### src/rtl/core/mmma_pkg.sv
// Shared types and constants for the min/max/mean statistics block.
// Used by the controller, the datapath and the divider. No dependencies.
package mmma_pkg;

   localparam int SUM_W   = 56;
   localparam int DIV_W   = 32;
   localparam int VAL_W   = 32;
   localparam int MASK_W  = 16;
   localparam int ELAP_W  = 17;
   localparam int CSR_IDX_W = 3;
   localparam int CSR_W   = 16;

   localparam logic [1:0] KIND_MEAN  = 2'd0;
   localparam logic [1:0] KIND_MAX   = 2'd1;
   localparam logic [1:0] KIND_MIN   = 2'd2;
   localparam logic [1:0] KIND_ERROR = 2'd3;

   localparam logic [CSR_IDX_W-1:0] CSR_METRIC_COUNT = 3'd0;
   localparam logic [CSR_IDX_W-1:0] CSR_INTERVAL     = 3'd1;
   localparam logic [CSR_IDX_W-1:0] CSR_OVER_TIME    = 3'd2;
   localparam logic [CSR_IDX_W-1:0] CSR_MAX_REPORT   = 3'd3;
   localparam logic [CSR_IDX_W-1:0] CSR_MIN_REPORT   = 3'd4;

   localparam logic CMD_SAMPLE = 1'b0;
   localparam logic CMD_TICK   = 1'b1;

   typedef struct packed {
      logic       update;      // read-modify-write of the sampled entry
      logic       walk_start;  // reset walk pointer, clear elapsed
      logic       walk_next;   // advance walk pointer
      logic       clear;       // zero the walked entry
      logic       div_start;
      logic       push;        // new result into the pending slot
      logic [1:0] push_kind;
      logic       finish;      // release pending result as last of run
   } mmma_cmd_type;

   typedef struct packed {
      logic is_error;
      logic flush_due;
      logic skip;
      logic rep_max;
      logic rep_min;
      logic last_entry;
      logic div_busy;
      logic can_push;
      logic pend_valid;
      logic out_free;
   } mmma_status_type;

endpackage

### src/rtl/core/mmma_div.sv
// Iterative signed-by-unsigned divider, one quotient bit per cycle.
// Truncates toward zero and saturates to 32-bit signed. Uses mmma_pkg.
module mmma_div (
   input  logic                             clock,
   input  logic                             reset,
   input  logic                             start,
   input  logic signed [mmma_pkg::SUM_W-1:0] dividend,
   input  logic [mmma_pkg::DIV_W-1:0]       divisor,
   output logic                             busy,
   output logic signed [mmma_pkg::VAL_W-1:0] quotient
);
   import mmma_pkg::*;

   localparam int STEP_W = $clog2(SUM_W + 1);

   logic                busy_ff, busy_in;
   logic [STEP_W-1:0]   step_ff, step_in;
   logic                neg_ff, neg_in;
   logic [SUM_W-1:0]    num_ff, num_in;
   logic [DIV_W-1:0]    rem_ff, rem_in;
   logic [DIV_W-1:0]    den_ff, den_in;
   logic [VAL_W-1:0]    quot_ff, quot_in;

   logic [DIV_W:0]      rem_sh;
   logic [DIV_W+1:0]    trial;
   logic                ge;

   always_comb begin
      rem_sh  = {rem_ff, num_ff[SUM_W-1]};
      trial   = {1'b0, rem_sh} - {2'b00, den_ff};
      ge      = !trial[DIV_W+1];
      busy_in = busy_ff;
      step_in = step_ff;
      neg_in  = neg_ff;
      num_in  = num_ff;
      rem_in  = rem_ff;
      den_in  = den_ff;
      quot_in = quot_ff;
      if (start) begin
         busy_in = 1'b1;
         step_in = STEP_W'(SUM_W);
         neg_in  = dividend[SUM_W-1];
         num_in  = dividend[SUM_W-1] ? SUM_W'(-dividend) : SUM_W'(dividend);
         rem_in  = '0;
         den_in  = divisor;
      end else if (busy_ff) begin
         if (step_ff != '0) begin
            step_in = step_ff - STEP_W'(1);
            rem_in  = ge ? trial[DIV_W-1:0] : rem_sh[DIV_W-1:0];
            num_in  = {num_ff[SUM_W-2:0], ge};
         end else begin
            busy_in = 1'b0;
            if (!neg_ff) begin
               quot_in = (num_ff > SUM_W'(32'h7FFF_FFFF)) ? 32'h7FFF_FFFF
                                                         : num_ff[VAL_W-1:0];
            end else begin
               quot_in = (num_ff > SUM_W'(32'h8000_0000)) ? 32'h8000_0000
                                                         : (~num_ff[VAL_W-1:0]) + 32'd1;
            end
         end
      end
   end

   always_ff @(posedge clock) begin
      if (reset) begin
         busy_ff <= 1'b0;
         step_ff <= '0;
      end else begin
         busy_ff <= busy_in;
         step_ff <= step_in;
      end
      neg_ff  <= neg_in;
      num_ff  <= num_in;
      rem_ff  <= rem_in;
      den_ff  <= den_in;
      quot_ff <= quot_in;
   end

   assign busy     = busy_ff;
   assign quotient = quot_ff;

endmodule

### src/rtl/core/mmma_datapath.sv
// Datapath: configuration registers, per-metric tables, elapsed counter,
// divider, pending result slot and output register. Uses mmma_pkg, mmma_div.
module mmma_datapath #(
   parameter int STAT_SLOTS = 16,
   parameter int COUNT_BITS = 24
) (
   input  logic                               clock,
   input  logic                               reset,
   input  logic                               csr_write_enable,
   input  logic [mmma_pkg::CSR_IDX_W-1:0]     csr_index,
   input  logic [mmma_pkg::CSR_W-1:0]         csr_write_data,
   input  logic                               req_accept,
   input  logic                               req_command,
   input  logic [7:0]                         req_metric_index,
   input  logic signed [mmma_pkg::VAL_W-1:0]  req_sample_value,
   input  mmma_pkg::mmma_cmd_type             cmd,
   output mmma_pkg::mmma_status_type          status,
   output logic                               rsp_valid,
   input  logic                               rsp_stall,
   output logic [7:0]                         rsp_report_metric,
   output logic [1:0]                         rsp_report_kind,
   output logic signed [mmma_pkg::VAL_W-1:0]  rsp_report_value,
   output logic                               rsp_last_of_run
);
   import mmma_pkg::*;

   localparam int IDX_W = (STAT_SLOTS > 1) ? $clog2(STAT_SLOTS) : 1;
   localparam logic [COUNT_BITS-1:0] COUNT_MAX = '1;
   localparam logic signed [SUM_W:0] SUM_HI = (SUM_W+1)'({1'b0, {(SUM_W-1){1'b1}}});
   localparam logic signed [SUM_W:0] SUM_LO = -SUM_HI - (SUM_W+1)'(1);

   // configuration
   logic [4:0]        metric_count_ff;
   logic [15:0]       interval_ff;
   logic [MASK_W-1:0] over_time_ff, max_rep_ff, min_rep_ff;

   // tables
   logic signed [SUM_W-1:0] sum_ff [STAT_SLOTS];
   logic [COUNT_BITS-1:0]   cnt_ff [STAT_SLOTS];
   logic signed [VAL_W-1:0] min_ff [STAT_SLOTS];
   logic signed [VAL_W-1:0] max_ff [STAT_SLOTS];
   logic [ELAP_W-1:0]       elapsed_ff;

   logic [7:0]              idx_ff;
   logic signed [VAL_W-1:0] val_ff;
   logic [IDX_W-1:0]        walk_ff;

   // pending and output slots
   logic              pend_valid_ff;
   logic [7:0]        pend_metric_ff;
   logic [1:0]        pend_kind_ff;
   logic [VAL_W-1:0]  pend_value_ff;
   logic              out_valid_ff;
   logic [7:0]        out_metric_ff;
   logic [1:0]        out_kind_ff;
   logic [VAL_W-1:0]  out_value_ff;
   logic              out_last_ff;

   logic [4:0]              used;
   logic [IDX_W-1:0]        addr;
   logic signed [SUM_W-1:0] rd_sum;
   logic [COUNT_BITS-1:0]   rd_cnt;
   logic signed [VAL_W-1:0] rd_min, rd_max, first_min, first_max;
   logic signed [SUM_W:0]   sum_wide;
   logic signed [SUM_W-1:0] sum_in;
   logic signed [VAL_W-1:0] min_in, max_in;
   logic [COUNT_BITS-1:0]   cnt_in;
   logic                    timed;
   logic [DIV_W-1:0]        divisor;
   logic                    div_busy;
   logic signed [VAL_W-1:0] quotient;
   logic                    out_free, can_push;
   logic [7:0]              push_metric;
   logic [VAL_W-1:0]        push_value;

   assign used = (metric_count_ff < 5'(STAT_SLOTS)) ? metric_count_ff : 5'(STAT_SLOTS);
   assign addr = cmd.update ? idx_ff[IDX_W-1:0] : walk_ff;

   always_comb begin
      rd_sum    = sum_ff[addr];
      rd_cnt    = cnt_ff[addr];
      rd_min    = min_ff[addr];
      rd_max    = max_ff[addr];
      first_min = (rd_cnt == '0) ? val_ff : rd_min;
      first_max = (rd_cnt == '0) ? val_ff : rd_max;
      sum_wide  = {rd_sum[SUM_W-1], rd_sum} + (SUM_W+1)'(val_ff);
      if (sum_wide > SUM_HI)      sum_in = SUM_HI[SUM_W-1:0];
      else if (sum_wide < SUM_LO) sum_in = SUM_LO[SUM_W-1:0];
      else                        sum_in = sum_wide[SUM_W-1:0];
      cnt_in = (rd_cnt < COUNT_MAX) ? rd_cnt + COUNT_BITS'(1) : rd_cnt;
      max_in = first_max;
      min_in = first_min;
      if (val_ff > first_max)      max_in = val_ff;
      else if (val_ff < first_min) min_in = val_ff;
   end

   assign timed   = over_time_ff[walk_ff];
   assign divisor = timed ? ((interval_ff == '0) ? DIV_W'(1) : DIV_W'(interval_ff))
                          : DIV_W'(rd_cnt);

   mmma_div u_div (
      .clock    (clock),
      .reset    (reset),
      .start    (cmd.div_start),
      .dividend (rd_sum),
      .divisor  (divisor),
      .busy     (div_busy),
      .quotient (quotient)
   );

   assign out_free = !out_valid_ff || !rsp_stall;
   assign can_push = !pend_valid_ff || out_free;

   always_comb begin
      push_metric = 8'(walk_ff);
      case (cmd.push_kind)
         KIND_MEAN:  push_value = quotient;
         KIND_MAX:   push_value = rd_max;
         KIND_MIN:   push_value = rd_min;
         default: begin
            push_metric = idx_ff;
            push_value  = '0;
         end
      endcase
   end

   always_comb begin
      status.is_error   = idx_ff >= {3'b000, used};
      status.flush_due  = elapsed_ff > {1'b0, interval_ff};
      status.skip       = !timed && (rd_cnt == '0);
      status.rep_max    = max_rep_ff[walk_ff];
      status.rep_min    = min_rep_ff[walk_ff];
      status.last_entry = (5'(walk_ff) + 5'd1) >= used;
      status.div_busy   = div_busy;
      status.can_push   = can_push;
      status.pend_valid = pend_valid_ff;
      status.out_free   = out_free;
   end

   always_ff @(posedge clock) begin
      if (reset) begin
         metric_count_ff <= 5'd16;
         interval_ff     <= 16'd1;
         over_time_ff    <= '0;
         max_rep_ff      <= '0;
         min_rep_ff      <= '0;
      end else if (csr_write_enable) begin
         unique case (csr_index)
            CSR_METRIC_COUNT: metric_count_ff <= csr_write_data[4:0];
            CSR_INTERVAL:     interval_ff     <= csr_write_data;
            CSR_OVER_TIME:    over_time_ff    <= csr_write_data;
            CSR_MAX_REPORT:   max_rep_ff      <= csr_write_data;
            CSR_MIN_REPORT:   min_rep_ff      <= csr_write_data;
            default: ;
         endcase
      end
   end

   always_ff @(posedge clock) begin
      if (reset) begin
         for (int i = 0; i < STAT_SLOTS; i++) begin
            sum_ff[i] <= '0;
            cnt_ff[i] <= '0;
            min_ff[i] <= '0;
            max_ff[i] <= '0;
         end
         elapsed_ff <= '0;
         walk_ff    <= '0;
      end else begin
         if (cmd.update) begin
            sum_ff[addr] <= sum_in;
            cnt_ff[addr] <= cnt_in;
            min_ff[addr] <= min_in;
            max_ff[addr] <= max_in;
         end else if (cmd.clear) begin
            sum_ff[addr] <= '0;
            cnt_ff[addr] <= '0;
            min_ff[addr] <= '0;
            max_ff[addr] <= '0;
         end
         if (cmd.walk_start) begin
            elapsed_ff <= '0;
            walk_ff    <= '0;
         end else begin
            if (req_accept && req_command == CMD_TICK && elapsed_ff != '1)
               elapsed_ff <= elapsed_ff + ELAP_W'(1);
            if (cmd.walk_next)
               walk_ff <= walk_ff + IDX_W'(1);
         end
      end
   end

   // hold the item for the update cycle
   always_ff @(posedge clock) begin
      if (req_accept) begin
         idx_ff <= req_metric_index;
         val_ff <= req_sample_value;
      end
   end

   // one result waits in the pending slot so the last one can be flagged
   always_ff @(posedge clock) begin
      if (reset) begin
         pend_valid_ff <= 1'b0;
         out_valid_ff  <= 1'b0;
      end else begin
         if (out_valid_ff && !rsp_stall)
            out_valid_ff <= 1'b0;
         if ((cmd.push || cmd.finish) && pend_valid_ff)
            out_valid_ff <= 1'b1;
         if (cmd.push)
            pend_valid_ff <= 1'b1;
         else if (cmd.finish)
            pend_valid_ff <= 1'b0;
      end
   end

   always_ff @(posedge clock) begin
      if ((cmd.push || cmd.finish) && pend_valid_ff) begin
         out_metric_ff <= pend_metric_ff;
         out_kind_ff   <= pend_kind_ff;
         out_value_ff  <= pend_value_ff;
         out_last_ff   <= cmd.finish;
      end
      if (cmd.push) begin
         pend_metric_ff <= push_metric;
         pend_kind_ff   <= cmd.push_kind;
         pend_value_ff  <= push_value;
      end
   end

   assign rsp_valid         = out_valid_ff;
   assign rsp_report_metric = out_metric_ff;
   assign rsp_report_kind   = out_kind_ff;
   assign rsp_report_value  = out_value_ff;
   assign rsp_last_of_run   = out_last_ff;

endmodule

### src/rtl/core/mmma_ctrl.sv
// Controller state machine: sample update, error report and flush walk.
// Drives datapath commands from its status. Uses mmma_pkg.
module mmma_ctrl (
   input  logic                      clock,
   input  logic                      reset,
   input  logic                      req_valid,
   input  logic                      req_command,
   output logic                      req_stall,
   input  mmma_pkg::mmma_status_type status,
   output mmma_pkg::mmma_cmd_type    cmd
);
   import mmma_pkg::*;

   typedef enum logic [3:0] {
      S_IDLE, S_SAMPLE, S_WALK, S_DIV, S_MEAN, S_MAX, S_MIN, S_CLR, S_FINISH
   } state_type;

   state_type state_ff, state_in;

   always_comb begin
      state_in = state_ff;
      cmd      = '0;
      unique case (state_ff)
         S_IDLE: begin
            if (req_valid && req_command == CMD_SAMPLE) state_in = S_SAMPLE;
         end
         S_SAMPLE: begin
            if (status.is_error) begin
               cmd.push      = 1'b1;
               cmd.push_kind = KIND_ERROR;
               state_in      = S_FINISH;
            end else begin
               cmd.update = 1'b1;
               if (status.flush_due) begin
                  cmd.walk_start = 1'b1;
                  state_in       = S_WALK;
               end else begin
                  state_in = S_IDLE;
               end
            end
         end
         S_WALK: begin
            if (status.skip) begin
               state_in = S_CLR;
            end else begin
               cmd.div_start = 1'b1;
               state_in      = S_DIV;
            end
         end
         S_DIV: begin
            if (!status.div_busy) state_in = S_MEAN;
         end
         S_MEAN: begin
            if (status.can_push) begin
               cmd.push      = 1'b1;
               cmd.push_kind = KIND_MEAN;
               state_in      = S_MAX;
            end
         end
         S_MAX: begin
            if (!status.rep_max) begin
               state_in = S_MIN;
            end else if (status.can_push) begin
               cmd.push      = 1'b1;
               cmd.push_kind = KIND_MAX;
               state_in      = S_MIN;
            end
         end
         S_MIN: begin
            if (!status.rep_min) begin
               state_in = S_CLR;
            end else if (status.can_push) begin
               cmd.push      = 1'b1;
               cmd.push_kind = KIND_MIN;
               state_in      = S_CLR;
            end
         end
         S_CLR: begin
            cmd.clear = 1'b1;
            if (status.last_entry) begin
               state_in = S_FINISH;
            end else begin
               cmd.walk_next = 1'b1;
               state_in      = S_WALK;
            end
         end
         S_FINISH: begin
            if (!status.pend_valid) begin
               state_in = S_IDLE;
            end else if (status.out_free) begin
               cmd.finish = 1'b1;
               state_in   = S_IDLE;
            end
         end
         default: state_in = S_IDLE;
      endcase
   end

   always_ff @(posedge clock) begin
      if (reset) state_ff <= S_IDLE;
      else       state_ff <= state_in;
   end

   assign req_stall = (state_ff != S_IDLE);

endmodule

### src/rtl/core/metric_min_max_mean_aggregator_core.sv
// Per-metric min/max/mean statistics accumulator, top level.
// Tick: accept only, no stall. Sample: accept, then table read-modify-write.
// Index error: accept, pending slot, release, plus output stalls.
// Flush per reported entry: set by the bit-serial divider (56 steps, start and
// finish) and the walk states; skipped entries only walk and clear; plus output stalls.
// Synchronous active-high reset restores register defaults and zeroes tables.
module metric_min_max_mean_aggregator_core #(
   parameter int STAT_SLOTS = 16,
   parameter int COUNT_BITS = 24
) (
   input  logic                              clock,
   input  logic                              reset,
   input  logic                              csr_write_enable,
   input  logic [mmma_pkg::CSR_IDX_W-1:0]    csr_index,
   input  logic [mmma_pkg::CSR_W-1:0]        csr_write_data,
   input  logic                              req_valid,
   output logic                              req_stall,
   input  logic                              req_command,
   input  logic [7:0]                        req_metric_index,
   input  logic signed [mmma_pkg::VAL_W-1:0] req_sample_value,
   output logic                              rsp_valid,
   input  logic                              rsp_stall,
   output logic [7:0]                        rsp_report_metric,
   output logic [1:0]                        rsp_report_kind,
   output logic signed [mmma_pkg::VAL_W-1:0] rsp_report_value,
   output logic                              rsp_last_of_run
);
   import mmma_pkg::*;

   mmma_cmd_type    cmd;
   mmma_status_type status;
   logic            req_accept;

   assign req_accept = req_valid && !req_stall;

   mmma_ctrl u_ctrl (
      .clock       (clock),
      .reset       (reset),
      .req_valid   (req_valid),
      .req_command (req_command),
      .req_stall   (req_stall),
      .status      (status),
      .cmd         (cmd)
   );

   mmma_datapath #(
      .STAT_SLOTS (STAT_SLOTS),
      .COUNT_BITS (COUNT_BITS)
   ) u_datapath (
      .clock             (clock),
      .reset             (reset),
      .csr_write_enable  (csr_write_enable),
      .csr_index         (csr_index),
      .csr_write_data    (csr_write_data),
      .req_accept        (req_accept),
      .req_command       (req_command),
      .req_metric_index  (req_metric_index),
      .req_sample_value  (req_sample_value),
      .cmd               (cmd),
      .status            (status),
      .rsp_valid         (rsp_valid),
      .rsp_stall         (rsp_stall),
      .rsp_report_metric (rsp_report_metric),
      .rsp_report_kind   (rsp_report_kind),
      .rsp_report_value  (rsp_report_value),
      .rsp_last_of_run   (rsp_last_of_run)
   );

endmodule

### config.mk
export PLATFORM = sky130hd
export DESIGN_NAME = metric_min_max_mean_aggregator_core
export DESIGN_NICKNAME = d
export VERILOG_FILES = /design/src/rtl/core/mmma_pkg.sv /design/src/rtl/core/mmma_div.sv /design/src/rtl/core/mmma_datapath.sv /design/src/rtl/core/mmma_ctrl.sv /design/src/rtl/core/metric_min_max_mean_aggregator_core.sv
export SDC_FILE = /design/constraint.sdc
export NUM_CORES = 2
export LEC_CHECK = 0
export BUFFER_PORTS_ARGS = -buffer_cell sky130_fd_sc_hd__buf_2
export CAP_MARGIN = 20
export CORE_MARGIN = 2
export CORE_UTILIZATION = 30
export CTS_BUF_LIST = sky130_fd_sc_hd__clkbuf_16
export CTS_CLUSTER_SIZE = 28
export DETAILED_ROUTE_END_ITERATION = 12
export PLACE_DENSITY = 0.4
export SLEW_MARGIN = 40
export SYNTH_ARGS = -nofsm -noshare
export SYNTH_HDL_FRONTEND = slang
export SYNTH_SLANG_ARGS = --single-unit
### constraint.sdc
create_clock -name clock -period 13.55 [get_ports clock]
set_input_delay 0.6775 -clock clock [delete_from_list [all_inputs] [get_ports clock]]
set_output_delay 0.6775 -clock clock [all_outputs]
set_load 0.05 [all_outputs]
# After elaboration in Yosys (flattened, before gate mapping)
# Memories as Yosys holds them, arrays and structs flattened.
# Index checks and enable logic that the tools add are counted.
# word_totals
out_inout_bits	45
ff_bits	381
mem_bits_rw	2304
elab_cells	220
mem_count	4
# op_classes
n_eq_ne	21
n_lt_le_gt_ge	12
n_addsub	9
n_bitwise	8
reduce_logical	43
n_mux	94
# mem_list
name	depth	word_bits	read_ports	rd_ports_with_merged_regs	write_ports	line_no	source
u_datapath.sum_ff	16	56	1	0	16	mmma_datapath.sv:38	logic signed [SUM_W-1:0] sum_ff [STAT_SLOTS];
u_datapath.max_ff	16	32	1	0	16	mmma_datapath.sv:41	logic signed [VAL_W-1:0] max_ff [STAT_SLOTS];
u_datapath.min_ff	16	32	1	0	16	mmma_datapath.sv:40	logic signed [VAL_W-1:0] min_ff [STAT_SLOTS];
u_datapath.cnt_ff	16	24	1	0	16	mmma_datapath.sv:39	logic [COUNT_BITS-1:0] cnt_ff [STAT_SLOTS];
# ops
cell	n
2-to-1 mux 56 bit	8
2-to-1 mux 32 bit	13
2-to-1 mux 24 bit	4
one-hot mux 32 bit (3 select lines)	1
2-to-1 mux 4 bit	17
OR reduction 32 bit	2
adder 56 x 32 -> 57 bit	1
greater-than comparator 57 x 56 -> 1 bit (second input constant)	1
< comparator 57 x 56 -> 1 bit (second input constant)	1
greater-than comparator 56 x 31 -> 1 bit (second input constant)	1
greater-than comparator 56 x 32 -> 1 bit (second input constant)	1
negation 56 bit	1
OR reduction 56 bit	1
one-hot mux 4 bit (9 select lines)	1
subtractor 33 x 32 -> 34 bit	1
adder 32 x 1 -> 32 bit (second input constant)	1
greater-than comparator 32 bit	1
< comparator 32 bit	1
inverter 32 bit	1
2-to-1 mux 1 bit	30
adder 24 x 1 -> 24 bit (second input constant)	1
zero test 24 bit	1
< comparator 24 bit (second input constant)	1
OR reduction 24 bit	1
47 further kinds	95

# Logic depth before layout (Yosys ltp)
# An unclocked memory read counts as a cell.
# logic_depth
word_depth	14
mapped_depth	41
depth_no_buf	30

# Cells and area by module
# Synthesis repeated with hierarchy kept, for this count alone.
# hier_totals
hier_cells	9565
hier_area_um2	124152.8
# modules_own_cells
mod	seq_area_each_um2	n_inst	area_each_um2	cells_each
mmma_datapath	74781.7	1	114028.1	8458
mmma_div	4414.2	1	9683.0	1043
mmma_ctrl	80.1	1	427.9	63
metric_min_max_mean_aggregator_core	0.0	1	13.8	1

# Least setup slack after synthesis
# No wires, ideal clock.
# synth_timing
path_type	register to register
startpoint	register u_datapath.walk_ff[0]
endpoint	register u_datapath.out_last_ff (netlist: u_datapath.rsp_last_of_run) (enable)
required_time_ns	13.149
arrival_time_ns	8.155
path_slack_ns	4.994
path_stages_with_launch	12
path_cell_list	dfxtp_1 buf_2 buf_1 mux4_2 nor2b_1 a211oi_1 a2111oi_0 a21oi_1 and2_1 o41ai_1 nand2_1 nand2_1
# synth_rtl
item	line_no	source
start, declared	mmma_datapath.sv:46	logic [IDX_W-1:0] walk_ff;
start signal, assigned	mmma_datapath.sv:188	walk_ff <= walk_ff + IDX_W'(1);
end signal, assigned	mmma_datapath.sv:223	out_last_ff <= cmd.finish;
end, declared	mmma_datapath.sv:57	logic out_last_ff;

==> metrics <==
status complete, no violations; Layout area overhead 14.76%; Yosys cell types 105; Root Buffer clkbuf_16; sequential fraction of the synthesis area 62.32%; critical path's largest stage delay 0.71 ns; endpoint type of the worst setup path flip-flop; Hold Path Stages 2; critical path launch point type flip-flop; R2R Setup Slk 3.23 ns; CTS tree yes; Worst Path Required 14.23 ns; share of cells above drive strength 1 9.972%; largest net degree at the start of global routing 164; GR Util All Layers 24.66%; period utilization 76.16%; top cells by area, synth edfxtp_1 (60%), nor2_1 (7.6%), nand2_1 (5.0%), nand3_1 (2.6%), mux2i_1 (2.6%); Row Count 238; highest clock rate 96.91 MHz; number of flops mapped to enable cells by yosys 2542; clock latency on the worst-skew pair 0.98 ns; Synth Flop Type edfxtp_1; Setup Buffers After CTS 0; Synth Net Count 12030; CTS resizes 0; chip height 654.2 um; most frequent CP cell buf_4; first-pass GRT wire length 752.6 mm; CP Class flip-flop to flip-flop; area of the multi-input gates 43920 um2; FF/Latch Area 79040 um2; RSZ-0062 raised after global routing no; Avg Synthesized Cell Area 10.76 um2; Synth area leader edfxtp_1; port bufs 109; Final setup viols 0; WL final 542.1 mm; Post-DP HPWL 303.4 mm; GR Overflow Total 0; number of max-cap violations 0; Yosys top cell area share 60.19%; via count 96650; Clock Sinks 2677; relative slew slack 35.57%; pwr/cell area 155.7 nW/um2; worst hold slack 0.08078 ns; WHS Endpoint u_datapath.rsp_last_of_run; Slew Limit Fails 0; Post-Layout Cell Count 17590; Die Wd 654.2 um; DIE AREA 428000 um2; Layout Nets 11930; total CTS buffers 325; crit path DAT 11.00 ns; clock skew 0.07840 ns; CTS Hold Bufs 54; antenna viol nets, final 0; Placed Cells 16930; hold path start rsp_stall; DRT Pass-1 Iters 6; initial core utilization 30.16%; number of synthesis warnings 0; CP max FO 73; Fill cells 42140; Iter 0 DRT Violations 10750; FF-to-FF Start u_datapath.idx_ff[0]; final hold violations 0; Worst Hold Class input pin to flip-flop; GPL Wtd Cong 0.8646; reg2reg end u_datapath.min_ff[14][1]; Mapped Area 126800 um2; WL/cell 30.82 um; Reg2Reg Depth 31; Clock Tree Buf Depth 4; H-tree Lvls 5; Post-Synthesis Cells 11780; floorplan core area 420500 um2; Worst VDD drop 0.0001802 V; Fin Setup TNS 0 ns; io pins 110; clock transition at the registers of the reported paths 0.06 ns; drt drc 0; number of global-route vias before repair 94570; initial antenna violation count 19; Final min period 10.32 ns; Yosys reg bits 2677; ys async rst share 0%; drt via density 5.495; Worst-Margin Slew 0.9665 ns; Pleak 53.30 nW; CP max stage cell mux2i_1
[cell families after synthesis]
group / count (synthesis) / synth area share (%)
AOI/OAI and AO/OA: 1706 / 8.527
xor gates and xnor gates: 168 / 1.160
adders and majority gates: 186 / 1.847
buffers and inverters: 1129 / 3.935
DFF: 2677 / 62.32
muxes: 410 / 3.619
and+or+nand+nor: 5505 / 18.59
[cells in the mapped netlist, types with 135 or more instances]
master / number
o21ai_0: 391
ha_1: 184
nand3_1: 649
a21oi_1: 580
a211oi_1: 139
nor2_1: 2551
edfxtp_1: 2542
dfxtp_1: 135
nand2_1: 1693
mux2i_1: 324
inv_1: 185
buf_2: 150
clkbuf_1: 591
[flip-flops by register name, summed over array words and instances, names as in the netlist, 56 cells and up]
| signal | flops |
|---|---|
| u_datapath.cnt_ff | 384 |
| u_datapath.max_ff | 512 |
| u_datapath.min_ff | 512 |
| u_datapath.sum_ff | 896 |
| u_datapath.u_div.num_ff | 56 |
[layer usage]
layer	global-route usage, %	wire, um
met4	7.412	18220
met5	0	35
met1	33.23	231800
met3	3.529	35530
met2	41.01	256500
[worst max-delay path: cells and delay by family (launching register included)]
family / cells / cell delay [ns]
AOI/OAI and AO/OA: 8 / 2.20
adders and majority gates: 2 / 0.72
buffers and inverters: 9 / 3.09
DFF: 1 / 0.58
muxes: 2 / 1.17
and+or+nand+nor: 10 / 2.00
[worst max path at each step]
| stage | slack [ns] | endpoint | from |
|---|---|---|---|
| 6_report | 3.23 | u_datapath.min_ff[14][1] | u_datapath.idx_ff[0] |
| 5_1_grt | 2.80 | u_datapath.sum_ff[13][17] | u_datapath.idx_ff[0] |
| 4_1_cts | 3.22 | u_datapath.min_ff[1][0] | u_datapath.idx_ff[0] |
| 3_5_place_dp | 3.22 | u_datapath.min_ff[1][0] | u_datapath.idx_ff[0] |
| 3_3_place_gp | 2.54 | u_datapath.min_ff[13][18] | u_datapath.idx_ff[0] |
| 2_1_floorplan | 4.99 | u_datapath.rsp_last_of_run | u_datapath.walk_ff[0] |
[through the flow]
stage               setup WS, ns  instance area (um2)  util [%]  power [mW]
floorplan                  4.994               126800         -       12.53
detailed placement         3.224               134600     32.00       14.29
global route               2.797               145500     34.61       23.44
global placement           2.541               133700     31.79       14.20
finish                     3.231               145500     34.61       22.66
CTS                        3.218               145200     34.54       22.78
[cell type report]
cell class | count | share of cell area (%)
Tap cell | 5640 | 4.849
Antenna cell | 7 | 0.01204
Timing Repair Buffer | 518 | 3.214
Clock inverter | 253 | 1.217
Multi-Input combinational cell | 7975 | 30.18
Sequential cell | 2677 | 54.31
Inverter | 186 | 0.4797
Clock buffer | 334 | 5.743
[power by group]
part	internal (mW)	total (mW)	switching [mW]	leakage, nW
Combinational	1.19	4.42	3.23	21.0
Clock	4.80	8.47	3.68	5.26
Sequential	9.51	9.77	0.264	27.1
[cell usage in the layout, fill, tap and decap left out, types with 35 or more instances in the layout]
master	Yosys	final
nand3_1	649	648
nor2b_1	36	35
edfxtp_1	2542	2542
o41ai_1	50	49
mux2i_1	324	321
a21oi_1	580	553
mux2_4	58	58
clkinv_1	0	81
nor3_1	48	47
xor2_1	71	69
buf_4	72	251
a41oi_1	48	48
clkbuf_16	0	334
a211oi_1	139	135
a21o_1	91	90
clkinv_2	0	57
nor4b_1	111	111
ha_1	184	184
o21ai_0	391	389
nand2_1	1693	1655
and3_1	50	48
dfxtp_1	135	135
dlygate4sd3_1	0	54
inv_1	185	257
o22ai_1	82	82
buf_6	39	52
nand4_1	116	116
xnor2_1	97	97
buf_2	150	110
nor2_1	2551	2542
buf_12	0	35
a32oi_1	76	76
(Power assumes the default switching activity.)
